===== config.mk =====
export PLATFORM = sky130hd
export DESIGN_NAME = sql_aggregate_accumulator
export DESIGN_NICKNAME = d
export VERILOG_FILES = /design/src/sqlagg_pkg.sv /design/src/sqlagg_queue.sv /design/src/sqlagg_front.sv /design/src/sqlagg_back.sv /design/src/sql_aggregate_accumulator.sv
export SDC_FILE = /design/constraint.sdc
export NUM_CORES = 1
export LEC_CHECK = 0
export BUFFER_PORTS_ARGS = -buffer_cell sky130_fd_sc_hd__clkbuf_2
export CORE_ASPECT_RATIO = 0.9
export CORE_MARGIN = 4
export CORE_UTILIZATION = 45
export CTS_CLUSTER_SIZE = 40
export DETAILED_ROUTE_END_ITERATION = 8
export RECOVER_POWER = 25
export SLEW_MARGIN = 5
export SYNTH_ARGS = -nofsm -noshare
export SYNTH_HDL_FRONTEND = slang
export SYNTH_HIERARCHICAL = 1
export SYNTH_SLANG_ARGS = --single-unit

===== constraint.sdc =====
create_clock -name clk -period 31 [get_ports clk]
set_clock_uncertainty 0.15 [all_clocks]
set_input_delay 3.1 -clock clk [delete_from_list [all_inputs] [get_ports clk]]
set_output_delay 3.1 -clock clk [all_outputs]
set_load 0.02 [all_outputs]

===== src/sqlagg_pkg.sv =====
// shared types and constants of the sql aggregate accumulator
package sqlagg_pkg;

  // fixed field widths of the stream payload
  localparam int VALUE_BITS  = 32;
  localparam int RESULT_BITS = 64;
  localparam int MODE_BITS   = 3;

  // aggregate modes; codes above average act as sum
  localparam logic [MODE_BITS-1:0] MODE_SUM    = 3'd0;
  localparam logic [MODE_BITS-1:0] MODE_MIN    = 3'd1;
  localparam logic [MODE_BITS-1:0] MODE_MAX    = 3'd2;
  localparam logic [MODE_BITS-1:0] MODE_CHOOSE = 3'd3;
  localparam logic [MODE_BITS-1:0] MODE_AVG    = 3'd4;

  // input kind codes
  localparam logic KIND_ADD = 1'b0;
  localparam logic KIND_FIN = 1'b1;

  // operation carried from front to back
  typedef enum logic {
    OP_ADD,
    OP_FIN
  } op_t;

  // one queued operation
  typedef struct packed {
    op_t                    op;
    logic [MODE_BITS-1:0]   mode;
    logic [VALUE_BITS-1:0]  value;
  } entry_t;

  localparam int ENTRY_BITS = $bits(entry_t);

endpackage


===== src/sqlagg_queue.sv =====
// short first-word-fall-through queue between front and back
module sqlagg_queue #(
  parameter int WIDTH = 8,
  parameter int DEPTH = 4
) (
  input  logic             clk,
  input  logic             rst,
  input  logic             push,
  input  logic [WIDTH-1:0] push_data,
  output logic             full,
  input  logic             pop,
  output logic             valid,
  output logic [WIDTH-1:0] head
);

  localparam int PW = $clog2(DEPTH);
  localparam int CW = $clog2(DEPTH + 1);

  logic [WIDTH-1:0] slots [DEPTH];
  logic [PW-1:0]    wr_ptr;
  logic [PW-1:0]    rd_ptr;
  logic [CW-1:0]    fill;

  assign full  = (fill == CW'(DEPTH));
  assign valid = (fill != '0);
  assign head  = slots[rd_ptr];

  // storage, no reset needed
  always_ff @(posedge clk) begin
    if (push) begin
      slots[wr_ptr] <= push_data;
    end
  end

  // pointers and fill level
  always_ff @(posedge clk) begin
    if (rst) begin
      wr_ptr <= '0;
      rd_ptr <= '0;
      fill   <= '0;
    end else begin
      if (push) begin
        wr_ptr <= (wr_ptr == PW'(DEPTH - 1)) ? '0 : wr_ptr + 1'b1;
      end
      if (pop) begin
        rd_ptr <= (rd_ptr == PW'(DEPTH - 1)) ? '0 : rd_ptr + 1'b1;
      end
      if (push && !pop) begin
        fill <= fill + 1'b1;
      end else if (pop && !push) begin
        fill <= fill - 1'b1;
      end
    end
  end

endmodule


===== src/sqlagg_front.sv =====
// input side: mode register, null filtering and value sign extension
module sqlagg_front #(
  parameter int VALUE_WIDTH = 32
) (
  input  logic                                clk,
  input  logic                                rst,
  input  logic                                cfg_we,
  input  logic [sqlagg_pkg::MODE_BITS-1:0]    cfg_wdata,
  input  logic                                s_tvalid,
  output logic                                s_tready,
  input  logic [sqlagg_pkg::VALUE_BITS-1:0]   s_tdata,
  input  logic [1:0]                          s_tuser,
  input  logic                                q_full,
  output logic                                q_push,
  output sqlagg_pkg::entry_t                  q_entry
);

  logic [sqlagg_pkg::MODE_BITS-1:0] agg_mode;
  logic                             kind;
  logic                             is_null;

  // mode register
  always_ff @(posedge clk) begin
    if (rst) begin
      agg_mode <= sqlagg_pkg::MODE_SUM;
    end else if (cfg_we) begin
      agg_mode <= cfg_wdata;
    end
  end

  assign kind     = s_tuser[0];
  assign is_null  = s_tuser[1];
  assign s_tready = !q_full;

  // null adds are dropped here, everything else goes to the queue
  assign q_push = s_tvalid && s_tready && !(kind == sqlagg_pkg::KIND_ADD && is_null);

  // classify and tag with the mode in force
  always_comb begin
    q_entry.op    = (kind == sqlagg_pkg::KIND_FIN) ? sqlagg_pkg::OP_FIN : sqlagg_pkg::OP_ADD;
    q_entry.mode  = agg_mode;
    q_entry.value = sqlagg_pkg::VALUE_BITS'($signed(s_tdata[VALUE_WIDTH-1:0]));
  end

endmodule


===== src/sqlagg_back.sv =====
// execution side: accumulator, count, average divider and result register
module sqlagg_back #(
  parameter int COUNT_WIDTH = 32,
  parameter int FRAC_BITS   = 16
) (
  input  logic                                 clk,
  input  logic                                 rst,
  input  logic                                 q_valid,
  input  sqlagg_pkg::entry_t                   q_head,
  output logic                                 q_pop,
  output logic                                 m_tvalid,
  input  logic                                 m_tready,
  output logic [sqlagg_pkg::RESULT_BITS-1:0]   m_tdata,
  output logic                                 m_tuser
);

  localparam int RW = sqlagg_pkg::RESULT_BITS;
  localparam int DW = RW + FRAC_BITS;
  localparam int SW = $clog2(DW + 1);

  typedef enum logic [1:0] {
    ST_RUN,
    ST_DIV,
    ST_DONE
  } state_t;

  state_t                  state;
  logic [RW-1:0]           acc;
  logic [COUNT_WIDTH-1:0]  cnt;
  logic                    seen;
  logic [DW-1:0]           dvd;
  logic [COUNT_WIDTH-1:0]  rem;
  logic [COUNT_WIDTH-1:0]  divisor;
  logic                    neg;
  logic [SW-1:0]           step;
  logic [RW-1:0]           out_value;
  logic                    out_null;
  logic                    out_valid;

  logic                    out_free;
  logic                    out_load;
  logic [RW-1:0]           vx;
  logic [RW-1:0]           acc_next;
  logic [RW-1:0]           mag;
  logic [COUNT_WIDTH+1:0]  diff;
  logic [DW-1:0]           limit;
  logic [RW-1:0]           sat_res;
  logic [RW-1:0]           avg_res;

  assign out_free = !out_valid || m_tready;
  assign q_pop    = q_valid && (state == ST_RUN)
                    && (q_head.op == sqlagg_pkg::OP_ADD || out_free);

  // a result enters the output register
  assign out_load = (q_pop && q_head.op == sqlagg_pkg::OP_FIN
                     && !(seen && q_head.mode == sqlagg_pkg::MODE_AVG))
                    || (state == ST_DONE && out_free);

  assign vx  = RW'($signed(q_head.value));
  assign mag = acc[RW-1] ? (~acc + 1'b1) : acc;

  // fold one value under the tagged mode
  always_comb begin
    acc_next = acc;
    unique case (q_head.mode)
      sqlagg_pkg::MODE_MIN: begin
        if (!seen || $signed(vx) < $signed(acc)) acc_next = vx;
      end
      sqlagg_pkg::MODE_MAX: begin
        if (!seen || $signed(acc) < $signed(vx)) acc_next = vx;
      end
      sqlagg_pkg::MODE_CHOOSE: begin
        if (!seen) acc_next = vx;
      end
      default: begin
        acc_next = acc + vx;
      end
    endcase
  end

  // one restoring division step
  assign diff = {1'b0, rem, dvd[DW-1]} - {2'b00, divisor};

  // saturate the fixed-point quotient and restore its sign
  assign limit   = neg ? DW'({1'b1, {(RW-1){1'b0}}}) : DW'({1'b0, {(RW-1){1'b1}}});
  assign sat_res = (dvd > limit) ? limit[RW-1:0] : dvd[RW-1:0];
  assign avg_res = neg ? (~sat_res + 1'b1) : sat_res;

  // sequencer, aggregate state and result register
  always_ff @(posedge clk) begin
    if (rst) begin
      state     <= ST_RUN;
      acc       <= '0;
      cnt       <= '0;
      seen      <= 1'b0;
      out_valid <= 1'b0;
    end else begin
      out_valid <= out_load || (out_valid && !m_tready);
      unique case (state)
        ST_RUN: begin
          if (q_pop) begin
            if (q_head.op == sqlagg_pkg::OP_ADD) begin
              acc  <= acc_next;
              seen <= 1'b1;
              if (cnt != {COUNT_WIDTH{1'b1}}) cnt <= cnt + 1'b1;
            end else begin
              if (seen && q_head.mode == sqlagg_pkg::MODE_AVG) begin
                neg     <= acc[RW-1];
                dvd     <= DW'(mag) << FRAC_BITS;
                rem     <= '0;
                divisor <= cnt;
                step    <= SW'(DW);
                state   <= ST_DIV;
              end else begin
                out_value <= seen ? acc : '0;
                out_null  <= !seen;
              end
              acc  <= '0;
              cnt  <= '0;
              seen <= 1'b0;
            end
          end
        end
        ST_DIV: begin
          if (!diff[COUNT_WIDTH+1]) begin
            rem <= diff[COUNT_WIDTH-1:0];
            dvd <= {dvd[DW-2:0], 1'b1};
          end else begin
            rem <= {rem[COUNT_WIDTH-2:0], dvd[DW-1]};
            dvd <= {dvd[DW-2:0], 1'b0};
          end
          step <= step - 1'b1;
          if (step == SW'(1)) state <= ST_DONE;
        end
        ST_DONE: begin
          if (out_free) begin
            out_value <= avg_res;
            out_null  <= 1'b0;
            state     <= ST_RUN;
          end
        end
        default: begin
          state <= ST_RUN;
        end
      endcase
    end
  end

  assign m_tvalid = out_valid;
  assign m_tdata  = out_value;
  assign m_tuser  = out_null;

endmodule


===== src/sql_aggregate_accumulator.sv =====
// sql aggregate accumulator: sum, min, max, choose and average with null skipping
// latency: an item is registered in the queue before it reaches the back end; a sum, min, max or
//   choose result is then registered in the output register, an average after the restoring division
// throughput: one add per cycle while the queue has room; an average finalize holds the back end
//   while the one-bit-per-cycle restoring divider runs and until its result enters the output register
// reset: rst synchronous, clears mode to sum, aggregate state, queue and result valid
module sql_aggregate_accumulator #(
  parameter int VALUE_WIDTH = 32,
  parameter int COUNT_WIDTH = 32,
  parameter int FRAC_BITS   = 16,
  parameter int QUEUE_DEPTH = 4
) (
  input  logic                                clk,
  input  logic                                rst,
  input  logic                                cfg_we,
  input  logic [sqlagg_pkg::MODE_BITS-1:0]    cfg_wdata,
  input  logic                                s_tvalid,
  output logic                                s_tready,
  input  logic [sqlagg_pkg::VALUE_BITS-1:0]   s_tdata,   // value
  input  logic [1:0]                          s_tuser,   // kind, is_null
  output logic                                m_tvalid,
  input  logic                                m_tready,
  output logic [sqlagg_pkg::RESULT_BITS-1:0]  m_tdata,   // result_value
  output logic                                m_tuser    // result_null
);

  logic                                q_full;
  logic                                q_push;
  logic                                q_pop;
  logic                                q_valid;
  sqlagg_pkg::entry_t                  q_entry;
  logic [sqlagg_pkg::ENTRY_BITS-1:0]   q_head_bits;
  sqlagg_pkg::entry_t                  q_head;

  // front end
  sqlagg_front #(
    .VALUE_WIDTH (VALUE_WIDTH)
  ) u_front (
    .clk       (clk),
    .rst       (rst),
    .cfg_we    (cfg_we),
    .cfg_wdata (cfg_wdata),
    .s_tvalid  (s_tvalid),
    .s_tready  (s_tready),
    .s_tdata   (s_tdata),
    .s_tuser   (s_tuser),
    .q_full    (q_full),
    .q_push    (q_push),
    .q_entry   (q_entry)
  );

  // decoupling queue
  sqlagg_queue #(
    .WIDTH (sqlagg_pkg::ENTRY_BITS),
    .DEPTH (QUEUE_DEPTH)
  ) u_queue (
    .clk       (clk),
    .rst       (rst),
    .push      (q_push),
    .push_data (q_entry),
    .full      (q_full),
    .pop       (q_pop),
    .valid     (q_valid),
    .head      (q_head_bits)
  );

  assign q_head = sqlagg_pkg::entry_t'(q_head_bits);

  // back end
  sqlagg_back #(
    .COUNT_WIDTH (COUNT_WIDTH),
    .FRAC_BITS   (FRAC_BITS)
  ) u_back (
    .clk      (clk),
    .rst      (rst),
    .q_valid  (q_valid),
    .q_head   (q_head),
    .q_pop    (q_pop),
    .m_tvalid (m_tvalid),
    .m_tready (m_tready),
    .m_tdata  (m_tdata),
    .m_tuser  (m_tuser)
  );

`ifndef SYNTHESIS
  // a null result always carries a zero value
  a_null_zero: assert property (@(posedge clk) disable iff (rst)
    m_tvalid && m_tuser |-> m_tdata == '0)
    else $error("null result with nonzero value");

  // the queue is never written while full
  a_no_overflow: assert property (@(posedge clk) disable iff (rst)
    q_push |-> !q_full)
    else $error("queue push while full");

  // the back end never pops an empty queue
  a_no_underflow: assert property (@(posedge clk) disable iff (rst)
    q_pop |-> q_valid)
    else $error("queue pop while empty");

  // no result is pending right after reset
  a_reset_clear: assert property (@(posedge clk)
    $past(rst) |-> !m_tvalid)
    else $error("result valid after reset");
`endif

endmodule


==> results of run 1 <==
## per-layer routing
metal	share of wire (%)	wire (µm)	global-route usage, %
met5	0.014	13	0
met4	2.1	1951	5.712
met1	47	44810	38.41
met2	42	39710	36.36
met3	8.4	7884	4.269
## registers in the layout, indices dropped and copies added, names as in the netlist, 7 cells and up, named ones only
signal / cells
u_back/cnt: 32
u_back/m_tdata: 64
u_back/acc: 64
u_back/step: 7
u_queue/slots: 144
u_back/dvd: 80
u_back/divisor: 32
u_back/rem: 32
## cells by family (layout without fill, tap and decap cells)
family	Yosys count	count (layout)	share of synthesized area (%)
flops	473	473	42.19
fa+ha+maj	237	237	9.636
xor+xnor	176	176	4.971
compound gates	853	853	17.24
buf+inv	333	398	4.673
simple gates	1085	1085	17.02
mux	85	85	4.273
## synthesized netlist by cell type, drive strengths merged (48+ instances only)
cell,n
edfxtp,361
nand2,310
nor2,297
o21ai,254
a21oi,245
ha,234
inv,144
clkbuf,132
dfxtp,112
xor2,91
xnor2,85
nor3,72
nand3,65
or3,60
buf,56
nor4,51
o31ai,50
mux2i,48
## where the power goes
part | internal, mW | switching (mW) | total (mW)
sequential | 0.796 | 0.165 | 0.962
clock | 0.391 | 0.272 | 0.663
combinational | 0.551 | 0.972 | 1.52
total | 1.74 | 1.41 | 3.15
## stage by stage
stage | power, mW | hold slack (ns) | instance area [µm²] | worst slack [ns] | utilization (%)
after detailed placement | 2.463 | 0.3067 | 32210 | 22.87 | 47.07
after floorplan | 2.029 | 0.2814 | 31010 | 18.63 | -
final | 3.147 | 0.3084 | 34000 | 22.66 | 49.68
after global routing | 3.351 | 0.3309 | 34000 | 22.11 | 49.68
after CTS | 3.136 | 0.3176 | 34070 | 22.84 | 49.79
after global placement | 2.444 | 0.2972 | 32210 | 23.08 | 47.07
## worst register-to-register path, delay by kind of cell (launching register included)
| family | cells | cell delay, ns |
|---|---|---|
| simple gates | 9 | 1.91 |
| flops | 1 | 0.32 |
| compound gates | 9 | 2.48 |
| buf+inv | 5 | 2.19 |
| mux | 1 | 0.23 |
| fa+ha+maj | 2 | 0.80 |
## final cells by class
class                   instances  area, µm²
flip-flops and latches        473      13080
well taps                     930       1164
fillers                      6354      34430
multi-input cells            2436      16530
repair buffers                153      818.3
clock buffers                  72       1521
clock inverters                28      335.3
inverters                     145      544.3
## path summary, 6_finish.rpt
kind	startpoint	end	slack [ns]	depth (start not counted)
max	u_back/neg	u_back/m_tdata[60]	22.66	26
min	u_back/cnt[10]	u_back/divisor[10]	0.31	0
max reg2reg	u_back/neg	u_back/m_tdata[60]	22.66	26
min reg2reg	u_back/cnt[10]	u_back/divisor[10]	0.31	0
==> results.rst, run 1 <==
.. list-table::
   :header-rows: 1

   * - Metric
     - Value
   * - Max clock buf depth
     - 3
   * - Post-synth EDFFs
     - 361
   * - Post-route non-filler standard cell count
     - 4,237
   * - Final-layout setup total negative slack
     - 0 ns
   * - Highest-count cells in the layout ignoring fill and taps
     - sky130_fd_sc_hd__edfxtp_1 (361), sky130_fd_sc_hd__nand2_1 (310), sky130_fd_sc_hd__nor2_1 (296), sky130_fd_sc_hd__a21oi_1 (244), sky130_fd_sc_hd__ha_1 (234)
   * - Tot GR Track Use
     - between 20% and 30%
   * - Antenna cell count
     - 0
   * - Count of placed standard cells including taps
     - between 4,000 and 5,000
   * - Detail-routed via count per cell
     - 6.054
   * - Startpoint type of the worst setup path
     - flop
   * - Reported max-cap violation count
     - 4
   * - Starting utilization of the core area
     - 45.31%
   * - Data arrival time of the worst path
     - around 8.6 ns
   * - Die span in x
     - 284.7 µm
   * - Gate Count Post-Synth
     - 3,242
   * - Clock insertion delay at the later pin of the skew report
     - 0.61 ns
   * - Count of different cell masters after synthesis
     - 98
   * - Number of max-slew violations in the final report
     - ~250
   * - Area inside the core boundary
     - ~70,000 µm²
   * - Critical path class
     - flop to flop
   * - Worst EP required
     - 31.21 ns
   * - Number of cells upsized or downsized after cts
     - 0
   * - Highest cell delay on the worst timing path
     - around 0.68 ns
   * - Setup-violating endpoint count in the final report
     - 0
   * - Worst max-slew margin expressed relative to the limit
     - -156.1%
   * - Failing checks
     - max-capacitance violations, max-slew violations
   * - Register bit count reported by yosys
     - 473
   * - Actual transition at the worst max-transition pin
     - ~3.8 ns
   * - Mean post-synth cell area
     - 9.565 µm²
   * - Register clock-pin slew on the reported worst setup and hold paths
     - approximately 0.060 ns
   * - Post-synth net total
     - approximately 3,500
   * - Post-synthesis async set-or-reset flop share
     - 0%
   * - Post-route clock period utilization
     - 26.91%
   * - P_leak
     - 12.63 nW
   * - Via count of the first global-routing pass
     - 24,120
   * - Capturing element type of the critical path
     - flop
   * - Cell area after synthesis
     - 31,010 µm²
   * - Total vias in the final route
     - 25,650
   * - Post-synth top area cell
     - sky130_fd_sc_hd__edfxtp_1
   * - Sinks on Clock Net
     - 473
   * - Count of antenna-violating nets left after detailed routing
     - 0
   * - Status
     - finished with violations
   * - Initial antenna violation count
     - 1
   * - Synth-to-layout area growth
     - 9.644%
   * - Die Footprint
     - 73,180 µm²
   * - Share of the synthesized area in the top cell type
     - 34.96%
   * - Peak clock frequency supported by timing
     - 119.9 MHz
   * - First-pass GRT wire length
     - approximately 150 mm
   * - Remaining design rule violation count
     - 0
   * - CP Max Fanout
     - 83
   * - Fraction of final layout cells sized beyond drive strength 1
     - 8.648%
   * - Inserted Clock Buffers
     - 53
   * - Yosys warns
     - 6
   * - Highest-delay cell along the critical path
     - sky130_fd_sc_hd__buf_4
   * - Cell mode on critical path
     - sky130_fd_sc_hd__buf_4
   * - Largest delay share family, worst path
     - compound AO/OA/AOI/OAI gates
   * - Final-stage net count
     - 3,541
   * - Detailed-placement wirelength estimate
     - 67.48 mm
   * - Height of the die
     - approximately 260 µm
   * - Most common cell after layout, fill and taps aside
     - sky130_fd_sc_hd__edfxtp_1
   * - Peak VDD IR
     - approximately 56 µV
   * - I/O pins
     - around 110
   * - H-Tree Level Count
     - 2
   * - Unrepaired setup endpoints after global routing
     - false
   * - Biggest area contributors in the synthesized netlist
     - sky130_fd_sc_hd__edfxtp_1 (35%), sky130_fd_sc_hd__ha_1 (9.4%), sky130_fd_sc_hd__dfxtp_1 (7.2%), sky130_fd_sc_hd__a21oi_1 (3.9%), sky130_fd_sc_hd__nand2_1 (3.8%)
   * - Most frequently used flop master after synthesis
     - sky130_fd_sc_hd__edfxtp_1
   * - Detailed Route WL
     - 94.37 mm
   * - Largest net degree at the start of global routing
     - 105
   * - Port bufs
     - 108
   * - Remaining global-route overflow
     - 0
   * - Clock tree from TritonCTS
     - done
   * - Buffers and inverters on the worst path
     - 5
   * - Buffer count from post-CTS setup fixing
     - 0
   * - 1st-iter DRT viols
     - 2,701
   * - Power per standard cell area
     - 92.57 nW/µm²
   * - Detailed-route wire length per cell
     - approximately 22 µm
   * - Min-delay worst type
     - flop to flop
   * - Minimum period implied by the final worst setup slack
     - roughly 8.3 ns
   * - Site Rows
     - 91
   * - Root buffer selected by CTS
     - sky130_fd_sc_hd__clkbuf_16
   * - Number of hold-slack violations in the final timing report
     - 0
   * - Final estimated routing congestion in global placement
     - 0.9563
   * - Sequential share of the synthesized area
     - 42.19%
   * - First-pass iteration count of the detailed router
     - 6
   * - Number of buffers inserted for hold repair after clock tree synthesis
     - 0
Power figures use the tool's default switching activity.
==> inputs of run 2 (changes only) <==
==> constraint.sdc (replaced) <==
create_clock -name clk -period 8.7 [get_ports clk]
set_clock_uncertainty 0.15 [all_clocks]
set_input_delay 0.87 -clock clk [delete_from_list [all_inputs] [get_ports clk]]
set_output_delay 0.87 -clock clk [all_outputs]
set_load 0.02 [all_outputs]
==> run 2 against run 1 <==
Effect of this change: the flow still finishes with violations (max-capacitance violations, max-slew violations); cell count barely moved; clock-buffer cell count increased by 3; combinational power rose to 3.5 times the previous value; global-route usage fell by 0.33 points; design area fell by 0.21%; critical path type unchanged; largest cell class unchanged.
==> results.rst, run 2 (same netlist as run 1, synthesis figures left out) <==
.. list-table::
   :header-rows: 1

   * - Metric
     - Value
   * - Final estimated routing congestion in global placement
     - 0.9713 (was 0.9563)
   * - Worst max-slew margin expressed relative to the limit
     - -100.3% (was -156.1%)
   * - Max FFs per register
     - 144 (unchanged)
   * - Hold Crit Depth
     - 0 (unchanged)
   * - Highest cell delay on the worst timing path
     - 0.65 ns (was 0.68 ns)
   * - Number of buffers inserted for hold repair after clock tree synthesis
     - 0 (unchanged)
   * - Min-delay worst type
     - flop to flop (unchanged)
   * - Setup-violating endpoint count in the final report
     - 0 (unchanged)
   * - Number of max-slew violations in the final report
     - 266 (was 245)
   * - Site Rows
     - 91 (unchanged)
   * - Worst reg-to-reg setup slack
     - 1.41 ns (was 22.66 ns)
   * - Minimum period implied by the final worst setup slack
     - 7.289 ns (was 8.343 ns)
   * - Detailed Route WL
     - 93.46 mm (was 94.37 mm)
   * - Remaining design rule violation count
     - 0 (unchanged)
   * - Met3 WL
     - 8.296 mm (was 7.884 mm)
   * - Cells on worst reg2reg path
     - 23 (was 26)
   * - Fin worst setup slack
     - 1.411 ns (was 22.66 ns)
   * - Register clock-pin slew on the reported worst setup and hold paths
     - 0.06 ns (about the same)
   * - Actual transition at the worst max-transition pin
     - 3.005 ns (was 3.842 ns)
   * - Data arrival time of the worst path
     - 7.52 ns (was 8.55 ns)
   * - Peak clock frequency supported by timing
     - 137.2 MHz (was 119.9 MHz)
   * - Placed Area
     - 32,180 µm² (was 32,210 µm²)
   * - Most common cell after layout, fill and taps aside
     - sky130_fd_sc_hd__edfxtp_1 (unchanged)
   * - H-Tree Level Count
     - 2 (unchanged)
   * - Worst r2r src
     - u_back/neg (unchanged)
   * - Buffer count from post-CTS setup fixing
     - 0 (unchanged)
   * - Starting utilization of the core area
     - 45.31% (unchanged)
   * - Unrepaired setup endpoints after global routing
     - false (unchanged)
   * - Die Footprint
     - 73,180 µm² (unchanged)
   * - Final-layout setup total negative slack
     - 0 ns (unchanged)
   * - First-pass iteration count of the detailed router
     - 5 (was 6)
   * - Fraction of final layout cells sized beyond drive strength 1
     - 8.205% (was 8.648%)
   * - Register name with the most flops
     - u_queue/slots (unchanged)
   * - Tot GR Track Use
     - 24.56% (was 24.89%)
   * - Number of cells upsized or downsized after cts
     - 0 (unchanged)
   * - Highest-delay cell along the critical path
     - sky130_fd_sc_hd__or4_1 (was sky130_fd_sc_hd__buf_4)
   * - Clock insertion delay at the later pin of the skew report
     - 0.63 ns (was 0.61 ns)
   * - Detailed-route wire length per cell
     - 22.07 µm (was 22.27 µm)
   * - Post-placement worst setup slack
     - 1.668 ns (was 22.87 ns)
   * - Count of antenna-violating nets left after detailed routing
     - 0 (unchanged)
   * - Clock tree from TritonCTS
     - done (unchanged)
   * - Post-Layout Inst Area
     - 33,930 µm² (was 34,000 µm²)
   * - Critical path class
     - flop to flop (unchanged)
   * - Highest routing layer actually used
     - met5 (unchanged)
   * - Worst hold path endpoint
     - u_back/divisor[10] (unchanged)
   * - Die span in x
     - 284.7 µm (unchanged)
   * - Height of the die
     - 257.0 µm (unchanged)
   * - Post-Route Utilization
     - 49.58% (was 49.68%)
   * - Area inside the core boundary
     - 68,430 µm² (unchanged)
   * - P_leak
     - 12.56 nW (was 12.63 nW)
   * - Total vias in the final route
     - 25,500 (was 25,650)
   * - Reported max-cap violation count
     - 6 (was 4)
   * - Detail-routed via count per cell
     - 6.023 (was 6.054)
   * - Sinks on Clock Net
     - 473 (unchanged)
   * - Status
     - finished with violations (unchanged)
   * - Largest regs
     - u_queue/slots x144, u_back/dvd x80 (unchanged)
   * - Port bufs
     - 108 (unchanged)
   * - Highest-count cells in the layout ignoring fill and taps
     - sky130_fd_sc_hd__edfxtp_1 (361), sky130_fd_sc_hd__nand2_1 (310), sky130_fd_sc_hd__nor2_1 (296), sky130_fd_sc_hd__a21oi_1 (244), sky130_fd_sc_hd__ha_1 (234) (unchanged)
   * - Power per standard cell area
     - 327.8 nW/µm² (was 92.57 nW/µm²)
   * - Critical path, cell by cell
     - buf_12, clkinv_1, ha_1, nand4_1, or2_1, or4_1, nor3_1, a21oi_1, nand2_1, nor2_1, a21oi_1, ha_1, inv_2, or3_1, nor3_1, nand4_1, nor3_1, nand2_1, a21oi_1, a22oi_1, a2111oi_2, mux2i_1, a21oi_1
   * - Inserted Clock Buffers
     - 54 (was 53)
   * - Beginning of the worst hold path
     - u_back/cnt[10] (unchanged)
   * - Capturing element type of the critical path
     - flop (unchanged)
   * - 1st-iter DRT viols
     - 2,644 (was 2,701)
   * - Routed metal-1 wirelength
     - 43.04 mm (was 44.81 mm)
   * - Startpoint type of the worst setup path
     - flop (unchanged)
   * - Detailed-placement wirelength estimate
     - 66.28 mm (was 67.48 mm)
   * - CP Max Fanout
     - 88 (was 83)
   * - Number of hold-slack violations in the final timing report
     - 0 (unchanged)
   * - Failing checks
     - max-capacitance violations, max-slew violations (unchanged)
   * - Cell mode on critical path
     - sky130_fd_sc_hd__a21oi_1 (was sky130_fd_sc_hd__buf_4)
   * - Initial antenna violation count
     - 2 (was 1)
   * - Root buffer selected by CTS
     - sky130_fd_sc_hd__clkbuf_16 (unchanged)
   * - Met2 WL post-DR
     - 39.77 mm (was 39.71 mm)
   * - Remaining global-route overflow
     - 0 (unchanged)
   * - Via count of the first global-routing pass
     - 23,980 (was 24,120)
   * - Largest net degree at the start of global routing
     - 99 (was 105)
   * - Worst EP required
     - 8.93 ns (was 31.21 ns)
   * - Final-stage net count
     - 3,536 (was 3,541)
   * - Peak VDD IR
     - 178.1 µV (was 56.13 µV)
   * - Max clock buf depth
     - 3 (unchanged)
   * - I/O pins
     - 109 (unchanged)
   * - Post-route clock period utilization
     - 83.78% (was 26.91%)
   * - Synth-to-layout area growth
     - 9.418% (was 9.644%)
   * - First-pass GRT wire length
     - 143.2 mm (was 145.1 mm)
   * - Endpoint of the worst register-to-register path
     - u_back/m_tdata[60] (unchanged)
-- run 2: cell count changes in the layout (fill, tap and decap cells not counted), moves of 2 or more --
cell                       previous run  this run
sky130_fd_sc_hd__buf_4               40        32
sky130_fd_sc_hd__clkbuf_2            75        68
sky130_fd_sc_hd__clkinv_2             6         9
sky130_fd_sc_hd__and2_1              14        16
sky130_fd_sc_hd__clkbuf_1            48        60
sky130_fd_sc_hd__and2_0              11         9
-- run 2: critical path: cells and delay by family (launching register included) --
family | cells | cell delay (ns)
simple gates | 11 | 3.12
compound gates | 6 | 1.70
fa+ha+maj | 2 | 0.76
buf+inv | 3 | 0.60
flops | 1 | 0.38
mux | 1 | 0.23
-- run 2: worst max path at each step --
stage          depth (start not counted)            endpoint        from
3_5_place_dp                          23  u_back/m_tdata[60]  u_back/neg
4_1_cts                               23  u_back/m_tdata[44]  u_back/neg
6_report                              23  u_back/m_tdata[60]  u_back/neg
3_3_place_gp                          23  u_back/m_tdata[44]  u_back/neg
2_1_floorplan                          7   u_back/m_tdata[0]        flop
5_1_grt                               24  u_back/m_tdata[44]  u_back/neg
-- run 2: power by group --
part | leakage, nW | switching (mW) | internal [mW]
Clock | 0.889 | 0.976 | 1.35
Sequential | 4.30 | 0.585 | 2.84
Combinational | 7.37 | 3.44 | 1.94
-- run 2: per-stage QoR --
stage,power (mW),std cells,hold WS (ns)
after global routing,11.85,4233,0.3194
after CTS,11.10,4233,0.2595
after floorplan,7.227,3242,0.2814
final,11.12,4234,0.3182
after global placement,8.647,4131,0.3020
after detailed placement,8.721,4131,0.3028
-- run 2: final cells by class --
type	count	area, µm²
antenna	1	2.502
sequential	473	13090
tap	930	1164
timing repair buffer	147	773.2
clock inverter	27	317.8
inverter	145	544.3
clock buffer	75	1511
multi-input combinational	2436	16530
fill	6328	34500
-- run 2: metal layers --
metal  track usage (%)  vias up
met5                 0        -
met4             6.812        4
met3             4.889      152
met2             36.39     1103
met1             36.53    12250
li1                  -    12000
